===== src/sv/spk_pkg.sv =====
`timescale 1ns / 1ps

package spk_pkg;

   localparam int ROUNDS_MAX_DEF = 22;
   localparam int WORD_W         = 16;
   localparam int RC_W           = 5;
   localparam int CSR_IDX_W      = 3;
   localparam int ROT_ALPHA      = 7;
   localparam int ROT_BETA       = 2;

   // register map
   localparam logic [CSR_IDX_W-1:0] CSR_KEY_WORD_0  = 3'd0;
   localparam logic [CSR_IDX_W-1:0] CSR_KEY_WORD_1  = 3'd1;
   localparam logic [CSR_IDX_W-1:0] CSR_KEY_WORD_2  = 3'd2;
   localparam logic [CSR_IDX_W-1:0] CSR_KEY_WORD_3  = 3'd3;
   localparam logic [CSR_IDX_W-1:0] CSR_ROUND_COUNT = 3'd4;

   localparam logic OP_ENCRYPT = 1'b0;
   localparam logic OP_DECRYPT = 1'b1;

   typedef struct packed {
      logic              opcode;
      logic [WORD_W-1:0] block_left;
      logic [WORD_W-1:0] block_right;
   } req_type;

   typedef struct packed {
      logic [WORD_W-1:0] result_left;
      logic [WORD_W-1:0] result_right;
   } rsp_type;

   function automatic logic [WORD_W-1:0] rotr_alpha(input logic [WORD_W-1:0] v);
      return {v[ROT_ALPHA-1:0], v[WORD_W-1:ROT_ALPHA]};
   endfunction

   function automatic logic [WORD_W-1:0] rotl_alpha(input logic [WORD_W-1:0] v);
      return {v[WORD_W-ROT_ALPHA-1:0], v[WORD_W-1:WORD_W-ROT_ALPHA]};
   endfunction

   function automatic logic [WORD_W-1:0] rotr_beta(input logic [WORD_W-1:0] v);
      return {v[ROT_BETA-1:0], v[WORD_W-1:ROT_BETA]};
   endfunction

   function automatic logic [WORD_W-1:0] rotl_beta(input logic [WORD_W-1:0] v);
      return {v[WORD_W-ROT_BETA-1:0], v[WORD_W-1:WORD_W-ROT_BETA]};
   endfunction

   // forward round, returns {x, y}
   function automatic logic [2*WORD_W-1:0] enc_round(input logic [WORD_W-1:0] x,
                                                     input logic [WORD_W-1:0] y,
                                                     input logic [WORD_W-1:0] rk);
      logic [WORD_W-1:0] xn;
      logic [WORD_W-1:0] yn;
      xn = (rotr_alpha(x) + y) ^ rk;
      yn = rotl_beta(y) ^ xn;
      return {xn, yn};
   endfunction

   // inverse round, returns {x, y}
   function automatic logic [2*WORD_W-1:0] dec_round(input logic [WORD_W-1:0] x,
                                                     input logic [WORD_W-1:0] y,
                                                     input logic [WORD_W-1:0] rk);
      logic [WORD_W-1:0] xn;
      logic [WORD_W-1:0] yn;
      yn = rotr_beta(y ^ x);
      xn = rotl_alpha((x ^ rk) - yn);
      return {xn, yn};
   endfunction

endpackage


===== src/sv/speck32_64_reduced_round_cipher.sv =====
`timescale 1ns / 1ps

// Speck32/64 block cipher, 1 to ROUNDS_MAX rounds (round_count saturates at
// both ends). Key words and round count are written through the csr_ port,
// which is always ready. Each write of a key word, and reset, starts a key
// schedule pass that writes the round key memory one key per cycle, during
// which req_ready is low; a new key write restarts the pass. A block beat on
// req_ starts with a read of its first round key from the single-port-read
// key memory and then runs one ARX round per cycle; the next block is taken
// once the round loop is free. The result sits in an output register, so
// the core can start the next block while rsp_ waits for ready. Decrypt
// walks the keys from n-1 down to 0.
module speck32_64_reduced_round_cipher
   import spk_pkg::*;
#(
   parameter int ROUNDS_MAX = ROUNDS_MAX_DEF
) (
   input  logic                 clock,
   input  logic                 reset,
   input  logic                 req_valid,
   output logic                 req_ready,
   input  req_type              req_payload,
   output logic                 rsp_valid,
   input  logic                 rsp_ready,
   output rsp_type              rsp_payload,
   input  logic                 csr_valid,
   output logic                 csr_ready,
   input  logic [CSR_IDX_W-1:0] csr_index,
   input  logic [WORD_W-1:0]    csr_data
);

   localparam int IDX_W    = (ROUNDS_MAX > 1) ? $clog2(ROUNDS_MAX) : 1;
   localparam int CNT_W    = $clog2(ROUNDS_MAX + 1);
   localparam int EXP_LAST = (ROUNDS_MAX > 1) ? ROUNDS_MAX - 2 : 0;

   typedef enum logic [4:0] {
      ST_IDLE   = 5'b00001,
      ST_LOAD   = 5'b00010,
      ST_EXPAND = 5'b00100,
      ST_RUN    = 5'b01000,
      ST_HOLD   = 5'b10000
   } state_type;

   state_type state_ff, state_in;

   // configuration
   logic [WORD_W-1:0] key0_ff, key1_ff, key2_ff, key3_ff;
   logic [RC_W-1:0]   rounds_ff;
   logic              csr_fire;
   logic              key_wr;

   // round key memory
   logic [WORD_W-1:0] key_mem [ROUNDS_MAX];
   logic              mem_we;
   logic [IDX_W-1:0]  mem_waddr;
   logic [WORD_W-1:0] mem_wdata;
   logic              mem_re;
   logic [IDX_W-1:0]  mem_raddr;
   logic [WORD_W-1:0] rk_ff;

   // key schedule: k and a three-deep queue of l words
   logic [WORD_W-1:0] k_ff, k_in;
   logic [WORD_W-1:0] q0_ff, q0_in, q1_ff, q1_in, q2_ff, q2_in;
   logic [IDX_W-1:0]  exp_i_ff, exp_i_in;
   logic [WORD_W-1:0] l_new, k_new;

   // round loop
   logic [WORD_W-1:0] x_ff, x_in, y_ff, y_in;
   logic              op_ff, op_in;
   logic [CNT_W-1:0]  cnt_ff, cnt_in;
   logic [IDX_W-1:0]  idx_ff, idx_in;
   logic [2*WORD_W-1:0] rnd;

   // effective round count
   logic [RC_W:0]     rc_ext;
   logic [RC_W:0]     n_wide;
   logic [CNT_W-1:0]  rounds_eff;
   logic [CNT_W-1:0]  n_m1;

   // output register
   logic    rsp_valid_ff, rsp_valid_in;
   rsp_type rsp_data_ff, rsp_data_in;
   logic    rsp_load;
   logic    out_free;
   logic    req_fire;

   assign csr_ready = 1'b1;
   assign csr_fire  = csr_valid & csr_ready;
   assign key_wr    = csr_fire && (csr_index == CSR_KEY_WORD_0 || csr_index == CSR_KEY_WORD_1 ||
                                   csr_index == CSR_KEY_WORD_2 || csr_index == CSR_KEY_WORD_3);

   assign req_ready   = (state_ff == ST_IDLE);
   assign req_fire    = req_valid & req_ready;
   assign rsp_valid   = rsp_valid_ff;
   assign rsp_payload = rsp_data_ff;
   assign out_free    = ~rsp_valid_ff | rsp_ready;

   always_ff @(posedge clock) begin
      if (reset) begin
         key0_ff   <= '0;
         key1_ff   <= '0;
         key2_ff   <= '0;
         key3_ff   <= '0;
         rounds_ff <= RC_W'(22);
      end else if (csr_fire) begin
         unique case (csr_index)
            CSR_KEY_WORD_0:  key0_ff   <= csr_data;
            CSR_KEY_WORD_1:  key1_ff   <= csr_data;
            CSR_KEY_WORD_2:  key2_ff   <= csr_data;
            CSR_KEY_WORD_3:  key3_ff   <= csr_data;
            CSR_ROUND_COUNT: rounds_ff <= csr_data[RC_W-1:0];
            default: ;
         endcase
      end
   end

   // clamp to 1..ROUNDS_MAX
   always_comb begin
      rc_ext = {1'b0, rounds_ff};
      if (rc_ext == '0) begin
         n_wide = (RC_W+1)'(1);
      end else if (rc_ext > (RC_W+1)'(ROUNDS_MAX)) begin
         n_wide = (RC_W+1)'(ROUNDS_MAX);
      end else begin
         n_wide = rc_ext;
      end
      rounds_eff = n_wide[CNT_W-1:0];
      n_m1       = rounds_eff - CNT_W'(1);
   end

   // one key schedule step
   assign l_new = (rotr_alpha(q0_ff) + k_ff) ^ WORD_W'(exp_i_ff);
   assign k_new = rotl_beta(k_ff) ^ l_new;

   assign rnd = (op_ff == OP_DECRYPT) ? dec_round(x_ff, y_ff, rk_ff)
                                      : enc_round(x_ff, y_ff, rk_ff);

   always_comb begin
      state_in    = state_ff;
      k_in        = k_ff;
      q0_in       = q0_ff;
      q1_in       = q1_ff;
      q2_in       = q2_ff;
      exp_i_in    = exp_i_ff;
      x_in        = x_ff;
      y_in        = y_ff;
      op_in       = op_ff;
      cnt_in      = cnt_ff;
      idx_in      = idx_ff;
      mem_we      = 1'b0;
      mem_waddr   = '0;
      mem_wdata   = k_new;
      mem_re      = 1'b0;
      mem_raddr   = idx_ff;
      rsp_load    = 1'b0;
      rsp_data_in = rsp_data_ff;

      unique case (state_ff)
         ST_LOAD: begin
            mem_we    = 1'b1;
            mem_waddr = '0;
            mem_wdata = key3_ff;
            k_in      = key3_ff;
            q0_in     = key2_ff;
            q1_in     = key1_ff;
            q2_in     = key0_ff;
            exp_i_in  = '0;
            state_in  = (ROUNDS_MAX > 1) ? ST_EXPAND : ST_IDLE;
         end
         ST_EXPAND: begin
            mem_we    = 1'b1;
            mem_waddr = exp_i_ff + IDX_W'(1);
            mem_wdata = k_new;
            k_in      = k_new;
            q0_in     = q1_ff;
            q1_in     = q2_ff;
            q2_in     = l_new;
            exp_i_in  = exp_i_ff + IDX_W'(1);
            if (exp_i_ff == IDX_W'(EXP_LAST)) begin
               state_in = ST_IDLE;
            end
         end
         ST_IDLE: begin
            if (req_fire) begin
               op_in  = req_payload.opcode;
               x_in   = req_payload.block_left;
               y_in   = req_payload.block_right;
               cnt_in = rounds_eff;
               mem_re = 1'b1;
               if (req_payload.opcode == OP_DECRYPT) begin
                  mem_raddr = n_m1[IDX_W-1:0];
                  idx_in    = n_m1[IDX_W-1:0] - IDX_W'(1);
               end else begin
                  mem_raddr = '0;
                  idx_in    = IDX_W'(1);
               end
               state_in = ST_RUN;
            end
         end
         ST_RUN: begin
            x_in   = rnd[2*WORD_W-1:WORD_W];
            y_in   = rnd[WORD_W-1:0];
            cnt_in = cnt_ff - CNT_W'(1);
            if (cnt_ff != CNT_W'(1)) begin
               // fetch the key for the following round
               mem_re    = 1'b1;
               mem_raddr = idx_ff;
               idx_in    = (op_ff == OP_DECRYPT) ? idx_ff - IDX_W'(1) : idx_ff + IDX_W'(1);
            end else if (out_free) begin
               rsp_load                 = 1'b1;
               rsp_data_in.result_left  = rnd[2*WORD_W-1:WORD_W];
               rsp_data_in.result_right = rnd[WORD_W-1:0];
               state_in                 = ST_IDLE;
            end else begin
               state_in = ST_HOLD;
            end
         end
         ST_HOLD: begin
            if (out_free) begin
               rsp_load                 = 1'b1;
               rsp_data_in.result_left  = x_ff;
               rsp_data_in.result_right = y_ff;
               state_in                 = ST_IDLE;
            end
         end
         default: state_in = ST_LOAD;
      endcase

      // any key change reruns the schedule from the top
      if (key_wr) begin
         state_in = ST_LOAD;
      end
   end

   assign rsp_valid_in = rsp_load | (rsp_valid_ff & ~rsp_ready);

   always_ff @(posedge clock) begin
      if (reset) begin
         state_ff     <= ST_LOAD;
         rsp_valid_ff <= 1'b0;
      end else begin
         state_ff     <= state_in;
         rsp_valid_ff <= rsp_valid_in;
      end
   end

   always_ff @(posedge clock) begin
      k_ff        <= k_in;
      q0_ff       <= q0_in;
      q1_ff       <= q1_in;
      q2_ff       <= q2_in;
      exp_i_ff    <= exp_i_in;
      x_ff        <= x_in;
      y_ff        <= y_in;
      op_ff       <= op_in;
      cnt_ff      <= cnt_in;
      idx_ff      <= idx_in;
      rsp_data_ff <= rsp_data_in;
   end

   // round key memory, registered read
   always_ff @(posedge clock) begin
      if (mem_we) begin
         key_mem[mem_waddr] <= mem_wdata;
      end
   end

   always_ff @(posedge clock) begin
      if (mem_re) begin
         rk_ff <= key_mem[mem_raddr];
      end
   end

endmodule


===== config.mk =====
export PLATFORM = sky130hd
export DESIGN_NAME = speck32_64_reduced_round_cipher
export DESIGN_NICKNAME = d
export VERILOG_FILES = /design/src/sv/spk_pkg.sv /design/src/sv/speck32_64_reduced_round_cipher.sv
export SDC_FILE = /design/constraint.sdc
export NUM_CORES = 1
export LEC_CHECK = 0
export BUFFER_PORTS_ARGS = -buffer_cell sky130_fd_sc_hd__buf_2
export CAP_MARGIN = 20
export CELL_PAD_IN_SITES_DETAIL_PLACEMENT = 0
export CELL_PAD_IN_SITES_GLOBAL_PLACEMENT = 2
export CORE_MARGIN = 2
export CORE_UTILIZATION = 47
export CTS_CLUSTER_DIAMETER = 120
export DETAILED_ROUTE_END_ITERATION = 8
export GPL_ROUTABILITY_DRIVEN = 0
export GPL_TIMING_DRIVEN = 0
export PLACE_DENSITY_LB_ADDON = 0.05
export SLEW_MARGIN = 20
export SYNTH_ARGS = -nofsm -noshare
export SYNTH_HDL_FRONTEND = slang
export SYNTH_SLANG_ARGS = --single-unit

===== constraint.sdc =====
create_clock -name clock -period 7.8 [get_ports clock]
set_input_delay 0.78 -clock clock [delete_from_list [all_inputs] [get_ports clock]]
set_output_delay 0.78 -clock clock [all_outputs]
set_load 0.01 [all_outputs]

==> results of run 1 <==
==> per-stage QoR <==
step | setup WS [ps] | total power, mW | instances | cell area [um^2] | hold WS, ps
final | 3420 | 7.678 | 3074 | 30700 | 418.8
after floorplan | 4265 | 4.362 | 2081 | 26620 | 436.6
after global placement | 2426 | 4.699 | 2926 | 28010 | 442.1
after CTS | 3538 | 7.737 | 3074 | 30690 | 378.2
after global routing | 3305 | 7.928 | 3074 | 30700 | 410.3
after detailed placement | 3562 | 4.841 | 2961 | 28710 | 447.5
==> kinds of logic after synthesis <==
| logic type | count (synthesis) | synth area share |
|---|---|---|
| simple gates | 709 | 0.1113 |
| flops | 587 | 0.6341 |
| compound gates | 338 | 0.07973 |
| xor+xnor | 135 | 0.04602 |
| buf+inv | 130 | 0.02365 |
| mux | 121 | 0.07573 |
| fa+ha+maj | 60 | 0.02933 |
| other cells | 1 | 0.0001409 |
==> layer usage <==
metal | routed length, um | part of all wire
met5 | 0 | 0
met1 | 31770 | 0.42
met4 | 2260 | 0.030
met2 | 36660 | 0.49
met3 | 4287 | 0.057
==> synth_stat cells, types with 4 or more instances <==
cell type    n  area [um^2]
edfxtp_1   512        15370
nand2_1    448         1682
a21oi_1    129        645.6
nor2_1     108        405.4
o21ai_0     81        405.4
dfxtp_1     75         1501
nand3_1     75        375.4
xnor2_1     75        656.9
clkbuf_1    62        232.7
mux4_2      57         1284
xor2_1      57        499.2
ha_1        56        700.7
a32oi_1     46        402.9
mux2_2      34        382.9
inv_1       28        105.1
mux2i_1     27        270.3
buf_2       15        75.07
nor3_1      13        65.06
a21o_1      12        90.09
and3_1      11        68.82
o21bai_1    10        75.07
buf_6        9        101.4
nand2b_1     9        56.30
or3_1        7        43.79
a211oi_1     6        45.04
a31oi_1      6        37.54
o211ai_1     6        45.04
buf_1        5        18.77
buf_4        5        37.54
nor2b_1      5        31.28
nor4_1       5        31.28
or2_2        5        31.28
a211o_1      4        35.03
and2_1       4        25.02
fa_1         4        80.08
nand4_1      4        25.02
nor3b_1      4        30.03
o22ai_1      4        25.02
==> registers in the layout, summed over array words and instances, names as in the netlist <==
| name | flops |
|---|---|
| k_ff | 16 |
| key1_ff | 16 |
| rk_ff | 16 |
| q2_ff | 16 |
| op_ff | 1 |
| state_ff | 5 |
| y_ff | 16 |
| rsp_payload | 32 |
| idx_ff | 5 |
| q0_ff | 16 |
| x_ff | 16 |
| cnt_ff | 5 |
| q1_ff | 16 |
| exp_i_ff | 5 |
| key2_ff | 16 |
| key_mem | 352 |
| rsp_valid | 1 |
| rounds_ff | 5 |
| key0_ff | 16 |
| key3_ff | 16 |
==> cell type report <==
| type | count | area, um^2 | area share |
|---|---|---|---|
| sequential | 587 | 16880 | 0.5497 |
| timing repair buffer | 124 | 958.4 | 0.03122 |
| clock inverter | 36 | 390.4 | 0.01272 |
| inverter | 30 | 112.6 | 0.003668 |
| clock buffer | 77 | 1597 | 0.05200 |
| tap | 756 | 945.9 | 0.03081 |
| buffer | 100 | 516.7 | 0.01683 |
| multi-input combinational | 1364 | 9304 | 0.3031 |
==> power by group through the flow <==
| stage | clock, mW | sequential [mW] | combinational [mW] |
|---|---|---|---|
| CTS | 2.96 | 3.82 | 0.956 |
| global route | 3.07 | 3.83 | 1.03 |
| global placement | 0 | 3.91 | 0.788 |
| detailed placement | 0 | 3.89 | 0.953 |
| floorplan | 0 | 3.87 | 0.488 |
| finish | 2.90 | 3.82 | 0.954 |
==> cell usage in the layout (no fill, tap or decap), drive strengths merged, types with 4 or more instances in the layout <==
cell,netlist,routed
edfxtp,512,512
nand2,448,448
buf,36,160
clkbuf,64,141
a21oi,129,129
nor2,110,110
o21ai,82,82
nand3,75,75
xnor2,75,75
dfxtp,75,75
mux4,60,60
xor2,57,57
ha,56,56
a32oi,46,46
mux2,34,34
inv,29,31
mux2i,27,27
clkinv,1,26
nor3,13,13
a21o,12,12
and3,11,11
o21bai,10,10
nand2b,9,9
or3,7,7
bufinv,0,7
a31oi,7,7
o211ai,6,6
a211oi,6,6
or2,5,5
nor4,5,5
nor2b,5,5
nand4,4,4
nor3b,4,4
o22ai,4,4
and2,4,4
a211o,4,4
fa,4,4
o31ai,4,4
==> worst register-to-register path: cells and delay by family, from the launching register on <==
kind	cells	cell delay (ps)
flip-flops	1	290
buffers and inverters	2	590
AO/OA/AOI/OAI	5	2180
AND/OR/NAND/NOR	3	730
adder cells (fa/ha/maj)	1	280
==> worst max path at each step <==
stage                                 to  slack, ps
3_3_place_gp    key_mem[13][7]$_DFFE_PP_       2430
2_1_floorplan   key_mem[0][12]$_DFFE_PP_       4270
3_5_place_dp          rk_ff[7]$_DFFE_PP_       3560
5_1_grt        key_mem[18][12]$_DFFE_PP_       3310
6_report              rk_ff[7]$_DFFE_PP_       3420
4_1_cts               rk_ff[7]$_DFFE_PP_       3540
==> flow_summary.ini, run 1 <==
[worst_hold_path]
holdPathStages = 3
hold_class = input port to flip-flop
hold_end = x_ff[0]$_DFFE_PP_
min_from = req_payload[16]

[grt]
grt_max_degree = 50
met2_usage = 0.4258
grtUsageMet3 = 0.03656
overflow = 0
met1_usage = 0.3478
antenna_found_initial = 2
grt_pass1_vias = 17365
track_usage = 0.2552
grt_pass1_wl_mm = 111.1
grt.busiest_layer = met2

[setup_path]
critPathMaxStageDelay_ps = 650
startpoint_type = flip-flop
rr_worst_depth = 11
worstPathArrival_ps = 4710
required_ps = 8130
r2r_end = rk_ff[7]$_DFFE_PP_
worstSetupEndpointType = flip-flop
worst-path-buf-inv = 2
crit_cells = 11
critPathKind = flip-flop to flip-flop
r2r_start = rounds_ff[4]$_SDFFE_PP1P_
rrSetupSlack_ps = 3420
path_max_fanout = 10
slowest_stage = a32oi_1
cp_common_cell = clkbuf_1
crit_start = rounds_ff[4]$_SDFFE_PP1P_
worstPathCellList = clkbuf_1, a21oi_1, ha_1, nor2b_1, o21ai_0, a41o_1, a41oi_1, nor2_1, clkbuf_1, a32oi_1, nand3_1
crit_family = compound AO/OA/AOI/OAI gates

[timing]
clock-skew-final_ps = 15.50
fmaxAchievable_ghz = 0.2283
rsz0062_at_grt = false
report.final.setup_viol = 0
finalCriticalPeriod_ps = 4380
tightest_slew_ps = 1083
tns_ps = 0
relSlewSlack = 0.2596
final_hold_viol_count = 0
slew_violations = 0
period_share = 0.5615

[clock_network]
cts_sinks = 587
cts_tree = yes
cts_buffers = 61
hold_buffers = 0
cts_root_buffer = clkbuf_16
clk_latency_ps = 640
clk_pin_slew_ps = 60
cts_setup_buffers = 0
h-tree-depth = 2
cts_buffer_depth = 3
ctsResizeCount = 0

[power_and_ir_drop]
p_int_mw = 5.735
vdd_drop_max_mv = 0.2229
power_frac_clock = 0.378
pwr_density_cell_nw_per_um2 = 250.1
swShare = 0.2530
leakage_nw = 10.93
p_switching_mw = 1.943
power_frac_seq = 0.498
p_comb_frac = 0.124

[floorplan]
die_x_um = 242.0
start_util = 0.4738
pin_count = 92
fp.dieH_um = 242.0
core.rowCount = 87
dieArea_um2 = 58550
coreArea_um2 = 56170

[detailed_routing]
first_pass_iters = 5
ant_nets = 0
num_vias = 17398
drt_iter0_markers = 1382
wl_mm = 74.97
drcViolationCount = 0
wire_per_inst_um = 24.39
viasPerCell = 5.660

[yosys]
netlist_instances = 2081
synth-seq-cells = 587
synthArstFlopShare = 0
yosysWarnings = 0
yosysSeqAreaShare = 0.6341
avgSynthCellArea_um2 = 12.79
syn_area_um2 = 26620
synth.distinct_cells = 77
syn_nets = 2198
synth_edf_count = 512
synthFlopType = edfxtp_1

[finish]
layout.nets = 2385
fillCellCount = 4768
drive_gt1_frac = 0.1700
utilization = 0.5466
num_antenna_cells = 0
area_delta_synth_final_pct = 15.35

[run_status]
status = completed

[run]
cap_violations = 0

[placed_design]
port_buffers = 89
dp_hpwl_mm = 55.72
Power figures use the tool's default switching activity.
==> inputs of run 2 (changes only) <==
--- a/config.mk
+++ b/config.mk
@@ -10,7 +10,7 @@
 export CELL_PAD_IN_SITES_DETAIL_PLACEMENT = 0
 export CELL_PAD_IN_SITES_GLOBAL_PLACEMENT = 2
 export CORE_MARGIN = 2
-export CORE_UTILIZATION = 47
+export CORE_UTILIZATION = 40
 export CTS_CLUSTER_DIAMETER = 120
 export DETAILED_ROUTE_END_ITERATION = 8
 export GPL_ROUTABILITY_DRIVEN = 0
==> constraint.sdc (replaced) <==
create_clock -name clock -period 3.8 [get_ports clock]
set_input_delay 0.38 -clock clock [delete_from_list [all_inputs] [get_ports clock]]
set_output_delay 0.38 -clock clock [all_outputs]
set_load 0.01 [all_outputs]
==> run 2 against run 1 <==
  * Clock skew rose by 2.5 ps
  * Maximum frequency increased by 18%
  * Sequential cell count stayed put
  * First-iteration DRC count increased by 5.6%
  * Utilization fell by 6.8 points
  * Register-to-register slack got worse by 3300 ps
  * Routed wire length rose by 6.0%
  * Global-route usage is 2.2 points lower
  * Critical path depth down 1
  * Total power is 110% higher
  * Critical endpoint is now rk_ff[2]$_DFFE_PP_
==> flow_summary.ini, run 2 (synthesized netlist as in run 1, its figures left out) <==
[run_status]
status = completed

[clock_network]
clk_pin_slew_ps = 60
cts_buffers = 67
cts_root_buffer = clkbuf_16
hold_buffers = 0
h-tree-depth = 3
cts_tree = yes
clk_latency_ps = 600
cts_sinks = 587
cts_buffer_depth = 3

[timing]
relSlewSlack = 0.2601
rsz0062_at_grt = false
fmaxAchievable_ghz = 0.2689
period_share = 0.9786
final_hold_viol_count = 0
finalCriticalPeriod_ps = 3719
clock-skew-final_ps = 18.02
layout_setup_ws_ps = 81.44
hold_slack_ps = 65.50
tns_ps = 0
slew_violations = 0
tightest_slew_ps = 1110
report.final.setup_viol = 0

[setup_path]
r2r_end = rk_ff[2]$_DFFE_PP_
rrSetupSlack_ps = 80
r2r_start = state_ff[1]$_SDFFE_PP1P_
required_ps = 4100
worstSetupEndpointType = flip-flop
worstPathArrival_ps = 4020
startpoint_type = flip-flop
path_max_fanout = 10
critPathKind = flip-flop to flip-flop
rr_worst_depth = 10

[grt]
grt_pass1_vias = 17483
antenna_found_initial = 4
overflow = 0
grt_max_degree = 44
track_usage = 0.2332
grt_pass1_wl_mm = 115.8

[placed_design]
pre_cts_ws_ps = -582.9
port_buffers = 89
dpl.cell_count = 3070
dp_hpwl_mm = 58.54
placed_area_um2 = 28890

[power_and_ir_drop]
total_power_mw = 16.26
pwr_density_cell_nw_per_um2 = 516.2
leakage_nw = 11.17
vdd_drop_max_mv = 0.3251

[finish]
seq_area_um2 = 16880
final_common_cell = edfxtp_1
drive_gt1_frac = 0.1937
multi_input_area_um2 = 9672
fin_cells = 3198
utilization = 0.4781
area_delta_synth_final_pct = 18.32
layout.nets = 2405
fillCellCount = 5988
design_area_um2 = 31490
top_register = key_mem
mostFrequentLayoutCells = edfxtp_1, nand2_1, a21oi_1
largest_reg_flops = 352
num_antenna_cells = 0

[run]
cap_violations = 0

[detailed_routing]
viasPerCell = 5.477
drcViolationCount = 0
num_vias = 17517
ant_nets = 0
wire_per_inst_um = 24.85
drt_iter0_markers = 1459
first_pass_iters = 5
wl_mm = 79.46

[floorplan]
start_util = 0.4041
fp.dieH_um = 262.0
dieArea_um2 = 68620
die_x_um = 262.0
pin_count = 92
coreArea_um2 = 65860
core.rowCount = 94

[worst_hold_path]
hold_end = y_ff[0]$_DFFE_PP_
min_from = req_payload[0]
hold_class = input port to flip-flop
holdPathStages = 3
[run 2: cell count changes in the layout (fill, tap and decap cells not counted), sizes merged]
cell / previous run / this run
a21oi: 129 / 130
clkinv: 26 / 19
inv: 31 / 33
bufinv: 7 / 3
clkbuf: 141 / 150
buf: 160 / 175
[run 2: cell type report]
class,instances,area share
Buffer,99,0.01728
Clock buffer,88,0.05876
Multi-Input combinational cell,1365,0.3071
Clock inverter,27,0.007946
Sequential cell,587,0.5359
Tap cell,864,0.03433
Timing Repair Buffer,138,0.03508
Inverter,30,0.003576
[run 2: worst max-delay path, cell delays in order, from the launching register on]
cell and delay [ps]:
dfxtp_1 310, buf_6 130, or4b_4 570, or3_1 340
buf_6 160, o41ai_4 540, buf_6 260, buf_8 210
mux4_2 360, a32oi_4 350, nand3_1 180
[run 2: timing repair]
| action | in CTS | in global routing |
|---|---|---|
| gates cloned | 1 | 0 |
| endpoints found under the hold margin | 0 | 0 |
| setup buffers | 7 | 6 |
| endpoints found under the setup margin | 84 | 113 |
| resized for setup | 35 | 27 |
| pin swaps | 4 | 7 |
[run 2: how the worst max path moves through the flow]
stage	cells after the start	to	slack (ps)	startpoint
global placement	10	key_mem[17][12]$_DFFE_PP_	-1720	q0_ff[7]$_DFFE_PP_
global route	12	x_ff[3]$_DFFE_PP_	20	x_ff[2]$_DFFE_PP_
floorplan	10	key_mem[0][12]$_DFFE_PP_	270	k_ff[0]$_DFFE_PP_
CTS	12	rk_ff[4]$_DFFE_PP_	-30	rounds_ff[4]$_SDFFE_PP1P_
finish	10	rk_ff[2]$_DFFE_PP_	80	state_ff[1]$_SDFFE_PP1P_
detailed placement	10	key_mem[4][12]$_DFFE_PP_	-580	q0_ff[7]$_DFFE_PP_
[run 2: metal layers]
| metal | up-vias | wire length [um] | global-route usage |
|---|---|---|---|
| met5 | - | 9 | 0 |
| met4 | 2 | 1821 | 0.06011 |
| met2 | 427 | 39190 | 0.3951 |
| met1 | 8884 | 34820 | 0.3158 |
| li1 | 8097 | - | - |
| met3 | 107 | 3617 | 0.03376 |
[run 2: power by group]
group | switching [mW] | internal (mW)
registers | 0.124 | 7.73
logic | 1.46 | 0.695
clock network | 2.61 | 3.65
total | 4.19 | 12.1
==> inputs of run 3 (changes only) <==
--- a/config.mk
+++ b/config.mk
@@ -15,7 +15,7 @@
 export DETAILED_ROUTE_END_ITERATION = 8
 export GPL_ROUTABILITY_DRIVEN = 0
 export GPL_TIMING_DRIVEN = 0
-export PLACE_DENSITY_LB_ADDON = 0.05
+export PLACE_DENSITY_LB_ADDON = 0.3
 export SLEW_MARGIN = 20
 export SYNTH_ARGS = -nofsm -noshare
 export SYNTH_HDL_FRONTEND = slang
==> run 3 against run 2 <==
  * Largest power group unchanged
  * Maximum frequency fell by 2.9%
  * Critical endpoint is now rk_ff[8]$_DFFE_PP_
  * Clock power rose by 4.3%
  * Clock skew up 6.8 ps
  * Utilization shrank 0.12 points
  * Register-to-register slack worse by 110 ps
  * Combinational power decreased by 3%
  * Sequential cell count is the same
  * The flow now finishes with violations (capacitance limit, slew limit, setup timing)
  * Critical path depth increased by 1
==> flow_summary.ini, run 3 (synthesized netlist as in run 1, its figures left out) <==
[run_status]
status = complete, but fails checks
violations = capacitance limit, slew limit, setup timing

[detailed_routing]
wire_per_inst_um = 23.92
first_pass_iters = 5
viasPerCell = 5.490
ant_nets = 0
drcViolationCount = 0
wl_mm = 76.45
num_vias = 17546
drt_iter0_markers = 1771

[timing]
layout_setup_ws_ps = -29.62
clock-skew-final_ps = 24.86
report.final.setup_viol = 2
relSlewSlack = -0.05550
final_hold_viol_count = 0
period_share = 1.008
slew_violations = 13
tightest_slew_ps = 1583
tns_ps = -59.02
finalCriticalPeriod_ps = 3830
fmaxAchievable_ghz = 0.2611
rsz0062_at_grt = true

[finish]
top_register = key_mem
mostFrequentLayoutCells = edfxtp_1, nand2_1, a21oi_1
area_delta_synth_final_pct = 18.03
drive_gt1_frac = 0.1888
multi_input_area_um2 = 9638
layout.nets = 2395
fillCellCount = 5890
seq_area_um2 = 16880
final_common_cell = edfxtp_1
fin_cells = 3196
largest_reg_flops = 352
utilization = 0.4770

[setup_path]
startpoint_type = flip-flop
path_max_fanout = 10
r2r_start = state_ff[1]$_SDFFE_PP1P_
crit_start = state_ff[1]$_SDFFE_PP1P_
required_ps = 4240
worstSetupEndpointType = flip-flop
worstPathArrival_ps = 4270
critPathKind = flip-flop to flip-flop

[clock_network]
cts_tree = yes
clk_latency_ps = 610
hold_buffers = 0
cts_root_buffer = clkbuf_16
h-tree-depth = 3
cts_sinks = 587
cts_buffers = 67
clk_pin_slew_ps = 60
cts_buffer_depth = 3

[power_and_ir_drop]
vdd_drop_max_mv = 0.3168
leakage_nw = 11.12
pwr_density_cell_nw_per_um2 = 523.8
total_power_mw = 16.46

[floorplan]
pin_count = 92
coreArea_um2 = 65860
die_x_um = 262.0
core.rowCount = 94
start_util = 0.4041
dieArea_um2 = 68620
fp.dieH_um = 262.0

[placed_design]
port_buffers = 89
dp_hpwl_mm = 54.69
dpl.cell_count = 3067

[run]
cap_violations = 1

[grt]
grt_pass1_vias = 17489
grt_pass1_wl_mm = 111.1
antenna_found_initial = 2
grt_max_degree = 42
track_usage = 0.2215
overflow = 0

[worst_hold_path]
hold_class = input port to flip-flop
min_from = req_payload[25]
[run 3: path summary, 6_finish.rpt]
check	endpoint	slack [ps]	cells past startpoint
setup / recovery	rk_ff[8]$_DFFE_PP_	-30	11
setup reg to reg	rk_ff[8]$_DFFE_PP_	-30	11
hold / removal	x_ff[9]$_DFFE_PP_	50	3
hold reg to reg	key1_ff[11]$_SDFFE_PP0P_	450	2
[run 3: metrics by stage]
stage / cell area, um^2 / worst slack, ps / hold slack (ps)
2_1_floorplan: 26620 / 265.2 / 436.6
3_3_place_gp: 28140 / -1387 / 443.5
3_5_place_dp: 28800 / -442.6 / 447.0
4_1_cts: 31150 / 2.823 / 28.62
5_1_grt: 31410 / -53.20 / 51.01
6_report: 31410 / -29.62 / 53.20
[run 3: worst max-delay path, stage by stage (launching register included)]
cell     delay, ps
dfxtp_1        310
buf_6          130
or4b_4         580
or3_1          340
buf_6          160
inv_2          140
mux2i_1        840
nor2_2         260
buf_4          290
a32oi_1        250
a32oi_2        170
nand3_1        190
[run 3: final cells by class]
class | instances | area share
Antenna cell | 1 | 0.00007966
Buffer | 100 | 0.01685
Clock buffer | 85 | 0.05887
Clock inverter | 37 | 0.01203
Inverter | 30 | 0.003585
Multi-Input combinational cell | 1366 | 0.3068
Sequential cell | 587 | 0.5372
Tap cell | 864 | 0.03441
Timing Repair Buffer | 126 | 0.03015
[run 3: timing repair]
item,CTS,global route
gates cloned,0,2
endpoints found under the setup margin,103,125
pin swaps,0,5
gates resized for setup,23,32
setup buffers,0,4
[run 3: where the power goes]
part           internal (mW)  switching (mW)  total (mW)  leakage [nW]
Sequential              7.73           0.124        7.85          5.38
Combinational          0.629            1.45        2.08          4.66
Clock                   3.88            2.64        6.52          1.08
Total                   12.2            4.22        16.5          11.1
[run 3: per-layer routing]
metal | up-vias | global-route usage | share of wire
met4 | 4 | 0.07706 | 0.026
met3 | 119 | 0.03877 | 0.058
li1 | 8120 | - | -
met2 | 515 | 0.3727 | 0.49
met5 | - | 0 | 0.00035
met1 | 8788 | 0.2896 | 0.43
